## config.mk

```make
export PLATFORM = sky130hd
export DESIGN_NAME = earliest_free_machine_scheduler_unit
export DESIGN_NICKNAME = d
export VERILOG_FILES = /design/src/efms_pkg.sv /design/src/efms_ctrl.sv /design/src/efms_dpath.sv /design/src/earliest_free_machine_scheduler_unit.sv
export VERILOG_INCLUDE_DIRS = /design/src /design/src/src
export SDC_FILE = /design/constraint.sdc
export NUM_CORES = 2
export LEC_CHECK = 0
export ABC_CLOCK_PERIOD_IN_PS = 11500
export BUFFER_PORTS_ARGS = -buffer_cell sky130_fd_sc_hd__buf_2
export CAP_MARGIN = 0
export CORE_UTILIZATION = 62
export CTS_BUF_LIST = sky130_fd_sc_hd__clkbuf_2 sky130_fd_sc_hd__clkbuf_4 sky130_fd_sc_hd__clkbuf_8
export DETAILED_ROUTE_END_ITERATION = 16
export PLACE_DENSITY = 0.79
export SYNTH_ARGS = -nofsm -noshare
export SYNTH_HDL_FRONTEND = slang
export SYNTH_SLANG_ARGS = --single-unit
```

## constraint.sdc

```tcl
create_clock -name clk -period 11.5 [get_ports clk]
set_input_delay 2.3 -clock clk [delete_from_list [all_inputs] [get_ports clk]]
set_output_delay 2.3 -clock clk [all_outputs]
set_load 0.01 [all_outputs]
```

## src/earliest_free_machine_scheduler_unit_macros.svh

```systemverilog
// ----------------------------------------------------------------------------
// earliest free machine scheduler assertion macros
// concurrent check helpers sampled on clk, off while rst_n is low
// ----------------------------------------------------------------------------
`ifndef EARLIEST_FREE_MACHINE_SCHEDULER_UNIT_MACROS_SVH
`define EARLIEST_FREE_MACHINE_SCHEDULER_UNIT_MACROS_SVH

// same-cycle implication
`define EFMS_ASSERT_IMP(lbl, ante, cons, msg) \
  lbl: assert property (@(posedge clk) disable iff (!rst_n) (ante) |-> (cons)) \
    else $error(msg);

// next-cycle implication
`define EFMS_ASSERT_NXT(lbl, ante, cons, msg) \
  lbl: assert property (@(posedge clk) disable iff (!rst_n) (ante) |=> (cons)) \
    else $error(msg);

`endif

```

## src/efms_pkg.sv

```systemverilog
// ----------------------------------------------------------------------------
// efms_pkg
// shared types and constants of the earliest free machine scheduler
// ----------------------------------------------------------------------------
`default_nettype none

package efms_pkg;

  // machine count register
  localparam int CFG_W = 7;
  localparam logic [CFG_W-1:0] CFG_RESET = 7'd64;

  typedef enum logic [2:0] {
    ST_CLEAR,
    ST_IDLE,
    ST_START,
    ST_FINISH,
    ST_SIFT
  } state_t;

  // controller to datapath
  typedef struct packed {
    logic clr_init;
    logic do_clear;
    logic load;
    logic do_start;
    logic do_finish;
    logic do_sift;
  } ctrl_cmd_t;

  // datapath to controller
  typedef struct packed {
    logic clr_last;
    logic sift_done;
  } dp_sts_t;

endpackage

`default_nettype wire

```

## src/efms_ctrl.sv

```systemverilog
// ----------------------------------------------------------------------------
// efms_ctrl
// sequencer for clearing pass, start/finish computation and heap sift-down
// ----------------------------------------------------------------------------
`default_nettype none

module efms_ctrl (
  input  wire logic                 clk,
  input  wire logic                 rst_n,
  input  wire logic                 start,
  input  wire logic                 cfg_we,
  input  wire efms_pkg::dp_sts_t    sts,
  output efms_pkg::ctrl_cmd_t       cmd,
  output logic                      busy
);

  efms_pkg::state_t state_r, state_nxt;

  always_ff @(posedge clk) begin
    if (!rst_n) begin
      state_r <= efms_pkg::ST_CLEAR;
    end else begin
      state_r <= state_nxt;
    end
  end

  always_comb begin
    state_nxt = state_r;
    cmd       = '0;
    busy      = (state_r != efms_pkg::ST_IDLE);
    if (cfg_we) begin
      // new machine count restarts the clearing pass
      cmd.clr_init = 1'b1;
      state_nxt    = efms_pkg::ST_CLEAR;
    end else begin
      unique case (state_r)
        efms_pkg::ST_CLEAR: begin
          cmd.do_clear = 1'b1;
          if (sts.clr_last) begin
            state_nxt = efms_pkg::ST_IDLE;
          end
        end
        efms_pkg::ST_IDLE: begin
          if (start) begin
            cmd.load  = 1'b1;
            state_nxt = efms_pkg::ST_START;
          end
        end
        efms_pkg::ST_START: begin
          cmd.do_start = 1'b1;
          state_nxt    = efms_pkg::ST_FINISH;
        end
        efms_pkg::ST_FINISH: begin
          cmd.do_finish = 1'b1;
          state_nxt     = efms_pkg::ST_SIFT;
        end
        efms_pkg::ST_SIFT: begin
          cmd.do_sift = 1'b1;
          if (sts.sift_done) begin
            state_nxt = efms_pkg::ST_IDLE;
          end
        end
        default: begin
          state_nxt = efms_pkg::ST_CLEAR;
        end
      endcase
    end
  end

endmodule

`default_nettype wire

```

## src/efms_dpath.sv

```systemverilog
// ----------------------------------------------------------------------------
// efms_dpath
// heap memory, root register, time arithmetic and result registers
// ----------------------------------------------------------------------------
`default_nettype none

module efms_dpath #(
  parameter int MAX_MACHINES = 64,
  parameter int TIME_BITS    = 48
) (
  input  wire logic                        clk,
  input  wire logic                        rst_n,
  input  wire efms_pkg::ctrl_cmd_t         cmd,
  output efms_pkg::dp_sts_t                sts,
  input  wire logic [efms_pkg::CFG_W-1:0]  cfg_data,
  input  wire logic [TIME_BITS-1:0]        arrival_time,
  input  wire logic [TIME_BITS-1:0]        duration,
  output logic                             out_valid,
  output logic [TIME_BITS-1:0]             start_time,
  output logic [TIME_BITS-1:0]             finish_time,
  output logic [TIME_BITS-1:0]             makespan
);

  localparam int ADDR_W = (MAX_MACHINES > 1) ? $clog2(MAX_MACHINES) : 1;
  localparam int IDX_A  = $clog2(2 * MAX_MACHINES + 1);
  localparam int IDX_W  = (IDX_A > efms_pkg::CFG_W + 1) ? IDX_A : efms_pkg::CFG_W + 1;
  localparam logic [IDX_W-1:0]  MAX_IDX   = IDX_W'(MAX_MACHINES);
  localparam logic [ADDR_W-1:0] LAST_ADDR = ADDR_W'(MAX_MACHINES - 1);

  logic [efms_pkg::CFG_W-1:0] mc_r;
  logic [TIME_BITS-1:0]       arr_r, dur_r, start_r, finish_r, span_r, root_r;
  logic [ADDR_W-1:0]          pos_r, clr_cnt_r;
  logic                       out_valid_r;
  logic [TIME_BITS-1:0]       left_q, right_q;
  logic [TIME_BITS-1:0]       mem [MAX_MACHINES];

  logic [IDX_W-1:0]     mc_ext, cnt, pos_ext, left_c, right_c;
  logic                 take_l, take_r, sift_done;
  logic [TIME_BITS-1:0] min_val, best_val;
  logic [ADDR_W-1:0]    best_pos, rd_base;
  logic [IDX_W-1:0]     rd_base_ext, rd_l, rd_r;
  logic [TIME_BITS:0]   sum;
  logic [TIME_BITS-1:0] finish_sat;
  logic                 mem_we;
  logic [ADDR_W-1:0]    wa;
  logic [TIME_BITS-1:0] wd;

  always_comb begin
    mc_ext = IDX_W'(mc_r);
    if (mc_ext == '0) begin
      cnt = IDX_W'(1);
    end else if (mc_ext > MAX_IDX) begin
      cnt = MAX_IDX;
    end else begin
      cnt = mc_ext;
    end

    // children of the current sift position
    pos_ext   = IDX_W'(pos_r);
    left_c    = {pos_ext[IDX_W-2:0], 1'b1};
    right_c   = left_c + IDX_W'(1);
    take_l    = (left_c < cnt) && (left_q < finish_r);
    min_val   = take_l ? left_q : finish_r;
    take_r    = (right_c < cnt) && (right_q < min_val);
    sift_done = !take_l && !take_r;
    best_val  = take_r ? right_q : left_q;
    best_pos  = take_r ? right_c[ADDR_W-1:0] : left_c[ADDR_W-1:0];

    // next read pair
    rd_base     = cmd.do_finish ? '0 : best_pos;
    rd_base_ext = IDX_W'(rd_base);
    rd_l        = {rd_base_ext[IDX_W-2:0], 1'b1};
    rd_r        = rd_l + IDX_W'(1);

    sum        = {1'b0, start_r} + {1'b0, dur_r};
    finish_sat = sum[TIME_BITS] ? '1 : sum[TIME_BITS-1:0];

    mem_we = cmd.do_clear || (cmd.do_sift && (pos_r != '0));
    wa     = cmd.do_clear ? clr_cnt_r : pos_r;
    wd     = cmd.do_clear ? '0 : (sift_done ? finish_r : best_val);

    sts.clr_last  = (clr_cnt_r == LAST_ADDR);
    sts.sift_done = sift_done;
  end

  always_ff @(posedge clk) begin
    if (mem_we) begin
      mem[wa] <= wd;
    end
    left_q  <= mem[rd_l[ADDR_W-1:0]];
    right_q <= mem[rd_r[ADDR_W-1:0]];
  end

  always_ff @(posedge clk) begin
    if (!rst_n) begin
      mc_r        <= efms_pkg::CFG_RESET;
      clr_cnt_r   <= '0;
      out_valid_r <= 1'b0;
    end else begin
      out_valid_r <= cmd.do_sift && sift_done;
      if (cmd.clr_init) begin
        mc_r      <= cfg_data;
        clr_cnt_r <= '0;
      end else if (cmd.do_clear) begin
        clr_cnt_r <= clr_cnt_r + ADDR_W'(1);
      end
    end
  end

  always_ff @(posedge clk) begin
    if (cmd.do_clear) begin
      root_r <= '0;
      span_r <= '0;
    end
    if (cmd.load) begin
      arr_r <= arrival_time;
      dur_r <= duration;
    end
    if (cmd.do_start) begin
      start_r <= (root_r > arr_r) ? root_r : arr_r;
    end
    if (cmd.do_finish) begin
      finish_r <= finish_sat;
      pos_r    <= '0;
    end
    if (cmd.do_sift) begin
      pos_r <= best_pos;
      if (pos_r == '0) begin
        root_r <= sift_done ? finish_r : best_val;
      end
      if (sift_done && (finish_r > span_r)) begin
        span_r <= finish_r;
      end
    end
  end

  assign out_valid   = out_valid_r;
  assign start_time  = start_r;
  assign finish_time = finish_r;
  assign makespan    = span_r;

endmodule

`default_nettype wire

```

## src/earliest_free_machine_scheduler_unit.sv

```systemverilog
// ----------------------------------------------------------------------------
// earliest_free_machine_scheduler_unit
// list scheduler: earliest free machine from a min-heap of free-at times
// ----------------------------------------------------------------------------
// flow: an accepted item passes the start and finish states, then the sift-down
//   visits 1 to floor(log2(count)) + 1 heap levels, out_valid registered after
//   the last; no new item is taken until busy falls, and the loop of one compare
//   and one heap write per level through the dual-read memory sets the pace
// reset: busy stays high for a clearing pass over every heap entry, and again
//   after every machine count write; results cannot be stalled
`default_nettype none

`include "earliest_free_machine_scheduler_unit_macros.svh"

module earliest_free_machine_scheduler_unit #(
  parameter int MAX_MACHINES = 64,
  parameter int TIME_BITS    = 48
) (
  input  wire logic                        clk,
  input  wire logic                        rst_n,
  // job items
  input  wire logic                        start,
  output logic                             busy,
  input  wire logic [TIME_BITS-1:0]        in_arrival_time,
  input  wire logic [TIME_BITS-1:0]        in_duration,
  // results
  output logic                             out_valid,
  output logic [TIME_BITS-1:0]             out_start_time,
  output logic [TIME_BITS-1:0]             out_finish_time,
  output logic [TIME_BITS-1:0]             out_makespan,
  // machine count register
  input  wire logic                        cfg_valid,
  output logic                             cfg_ready,
  input  wire logic [efms_pkg::CFG_W-1:0]  cfg_machine_count
);

  efms_pkg::ctrl_cmd_t cmd;
  efms_pkg::dp_sts_t   sts;
  logic                cfg_we;

  // register always writable; a write clears the schedule
  assign cfg_ready = 1'b1;
  assign cfg_we    = cfg_valid && cfg_ready;

  // controller: clear pass, max(arrival, root), saturated add, sift-down loop
  efms_ctrl u_ctrl (
    .clk    (clk),
    .rst_n  (rst_n),
    .start  (start),
    .cfg_we (cfg_we),
    .sts    (sts),
    .cmd    (cmd),
    .busy   (busy)
  );

  // datapath: root held in a register, other heap entries in memory,
  // both children read per cycle, one compare and one write per heap level
  efms_dpath #(
    .MAX_MACHINES (MAX_MACHINES),
    .TIME_BITS    (TIME_BITS)
  ) u_dpath (
    .clk          (clk),
    .rst_n        (rst_n),
    .cmd          (cmd),
    .sts          (sts),
    .cfg_data     (cfg_machine_count),
    .arrival_time (in_arrival_time),
    .duration     (in_duration),
    .out_valid    (out_valid),
    .start_time   (out_start_time),
    .finish_time  (out_finish_time),
    .makespan     (out_makespan)
  );

  // results only appear once the item is finished
  `EFMS_ASSERT_IMP(a_strobe_idle, out_valid, !busy, "result strobe while busy")
  // an accepted item keeps the block busy
  `EFMS_ASSERT_NXT(a_accept_busy, start && !busy, busy, "accepted item not in work")
  // finish never precedes start, saturation included
  `EFMS_ASSERT_IMP(a_finish_order, out_valid, out_finish_time >= out_start_time, "finish before start")
  // makespan covers the job just delivered
  `EFMS_ASSERT_IMP(a_span_cover, out_valid, out_makespan >= out_finish_time, "makespan below finish")

endmodule

`default_nettype wire

```

==> results_dict.tcl <==
set metrics [dict create \
    status "complete, but fails checks" \
    violations "max-capacitance violations" \
    dieArea_um2 228000 \
    avgSynthCellArea_um2 16.8 \
    r2r_cells 23 \
    routabilityCongestion 0.950 \
    hold-path-cell-count 2 \
    syn2layout_area_growth_pct 11.6 \
    antenna_found_initial 26 \
    finalNetCount 9229 \
    finalCriticalPeriod_ps 9440 \
    root_buffer "clkbuf_8" \
    hp-class "flop to flop" \
    netlist_area_um2 140000 \
    path_clk_slew_ps 60 \
    cp_common_cell "nand4_1" \
    synth_top_flop_cell "edfxtp_1" \
    yosysSeqAreaShare_pct 73.0 \
    finalSetupTns_ps 0 \
    via_count 85900 \
    grtUsageTotal_pct 35.9 \
    synth_edf_count 3270 \
    worst_pin_slew_ps 1460 \
    firstDrtPassIters 6 \
    routedWlPerCell_um 33.7 \
    portBuffers 252 \
    start_kind "flop" \
    fin_skew_ps 76.4 \
    leakage_uw 0.0536 \
    syn_nets 8709 \
    synth_cells 8347 \
    cp.required_ps 12470 \
    rrSetupSlack_ps 2060 \
    synth_top_cell_area_share_pct 70.1 \
    p_per_area_nw_per_um2 205 \
    clock_sinks 3479 \
    fmax_ghz 0.106 \
    synth_most_common_cell "edfxtp_1" \
    hpwl_um 237000 \
    die_w_um 477 \
    max-clock-path-buffers 4 \
    synthDistinctLibCells 87 \
    peakVddDrop_mv 0.177 \
    grt.overflow.total 0 \
    drive_gt1_share_pct 21.5 \
    synthTopCellsByArea "edfxtp_1 70%, mux4_2 6.2%, dfxtp_1 3.0%" \
    die_h_um 477 \
    slew_viol_final 0 \
    cp-end-kind "flop" \
    path_cells "inv_1, ha_1, nand4_1, nor4_2, nand4_1, o22a_2, nand2_4, mux2i_1, ha_1, nand4_1, nor3_1, o211ai_1, nor2_1, inv_1, a311oi_1, a22oi_4, o22ai_4, nand4_1, buf_4, nand2_4, buf_4, a211oi_1, nor4_1" \
    crit_fanout 67 \
    critPathMaxStageDelay_ps 890 \
    cp.arrival_ps 10400 \
    initial_utilization_pct 62.4 \
    relSlewSlack_pct 1.38 \
    cp-startpoint "u_dpath.finish_time[43]" \
    worstSetupPathType "flop to flop" \
    postCtsSetupBuffers 0 \
    grt_pass1_wl_um 585000 \
    clk-insertion-delay-late_ps 1120 \
    initialDrtViolationCount 13000 \
    post-route-period-util_pct 82.0 \
    grt_start_max_net_pins 176 \
    htreeDepth 6 \
    final_cells 12300 \
    cts_tree "done" \
    hold_start "u_dpath.makespan[4]" \
    cp_slowest_cell "o22ai_4" \
    setup-violations-final 0 \
    pre_cts_ws_ps 2460 \
    dp.cells 11300 \
    core_region_area_um2 225000 \
    finalHoldViolations 0 \
    reg2reg_from "u_dpath.finish_time[43]" \
    synth-seq-cells 3479 \
    whs_ps 481 \
    synth_area_leader_cell "edfxtp_1" \
    finalWirelength_um 415000 \
    drc_errors 0 \
    rsz0062_at_grt "false" \
    rows 174 \
    detail-route-antenna-nets 0 \
    setup_ws_ps 2060 \
    ys_warn_count 0 \
    synthArstFlopShare_pct 0 \
    cts_buffers 556 \
    grt_pass1_vias 84300 \
    io_pins 254 \
    postCtsHoldBufs 0 \
    viasPerCell 6.99 \
    ys_top_cells_by_count "3,270 x edfxtp_1, 540 x nand2_1, 388 x mux4_2" \
    maxCapViolCount 1 \
    cts_resized 0 \
]
[layout by cell type, fill, tap and decap left out, drive strengths merged, types with 132 or more instances in the layout]
master	instances
clkinv	132
o21ai	167
o22ai	283
clkbuf	802
and3	214
dfxtp	209
mux4	388
nor2	277
buf	474
nand2	542
inv	190
a211oi	280
edfxtp	3270
ha	254
mux2i	384
a21oi	297
nand3	154
[sequential cells by signal, summed over array words and instances (netlist names)]
signal / cells
u_ctrl.state_r: 3
u_dpath.mc_r: 7
u_dpath.root_r: 48
u_dpath.left_q: 48
u_dpath.clr_cnt_r: 6
u_dpath.dur_r: 48
u_dpath.start_time: 48
u_dpath.finish_time: 48
u_dpath.makespan: 48
u_dpath.out_valid: 1
u_dpath.arr_r: 48
u_dpath.mem: 3072
u_dpath.right_q: 48
u_dpath.pos_r: 6
[path summary, 6_finish.rpt]
kind / end
max reg2reg: u_dpath.right_q[21]
min reg2reg: u_dpath.makespan[4]
max: u_dpath.right_q[21]
min: u_dpath.makespan[4]
[worst max-delay path: cells and delay by family, from the launching register on]
family,cells,cell delay (ps)
AND/OR/NAND/NOR,10,4140
adder cells (fa/ha/maj),2,700
buffers and inverters,4,1190
flip-flops,1,410
multiplexers,1,250
AO/OA/AOI/OAI,6,2470
[metal layers]
metal | global-route usage [%] | vias to the layer above | wire [um]
met2 | 54.1 | 7307 | 187000
met1 | 45.7 | 42300 | 137000
met4 | 22.6 | 18 | 30100
li1 | - | 34600 | -
met3 | 11.3 | 1592 | 60500
met5 | 0 | - | 151
[power by group]
part	internal (uW)	switching [uW]	total, uW
Sequential	14700	684	15400
Clock	5630	4760	10400
Combinational	2080	4110	6180
Total	22500	9550	32000
[metrics by stage]
| stage | area (um^2) | total power (uW) | util [%] |
|---|---|---|---|
| after floorplan | 140000 | 19100 | - |
| after global placement | 146000 | 21500 | 64.8 |
| after detailed placement | 146000 | 21600 | 64.8 |
| after CTS | 156000 | 31800 | 69.6 |
| after global routing | 156000 | 32800 | 69.6 |
| final | 156000 | 32000 | 69.6 |
[kinds of logic after synthesis]
group           after synthesis  synth area share, %
flops                      3479                 73.0
simple gates               1516                 5.22
compound gates             1487                 7.20
mux                         858                 9.67
buf+inv                     699                 2.25
fa+ha+maj                   255                 2.28
xor+xnor                     52                0.325
other cells                   1              0.00268
[area by class of cell]
class                   count  area (um^2)
flip-flops and latches   3479       102000
inverters                 187          704
multi-input cells        4169        35700
repair buffers            474         3170
fillers                 13700        68200
diodes                     25         62.6
well taps                2992         3740
clock inverters           159          913
clock buffers             802         9830
Power figures use the tool's default switching activity.
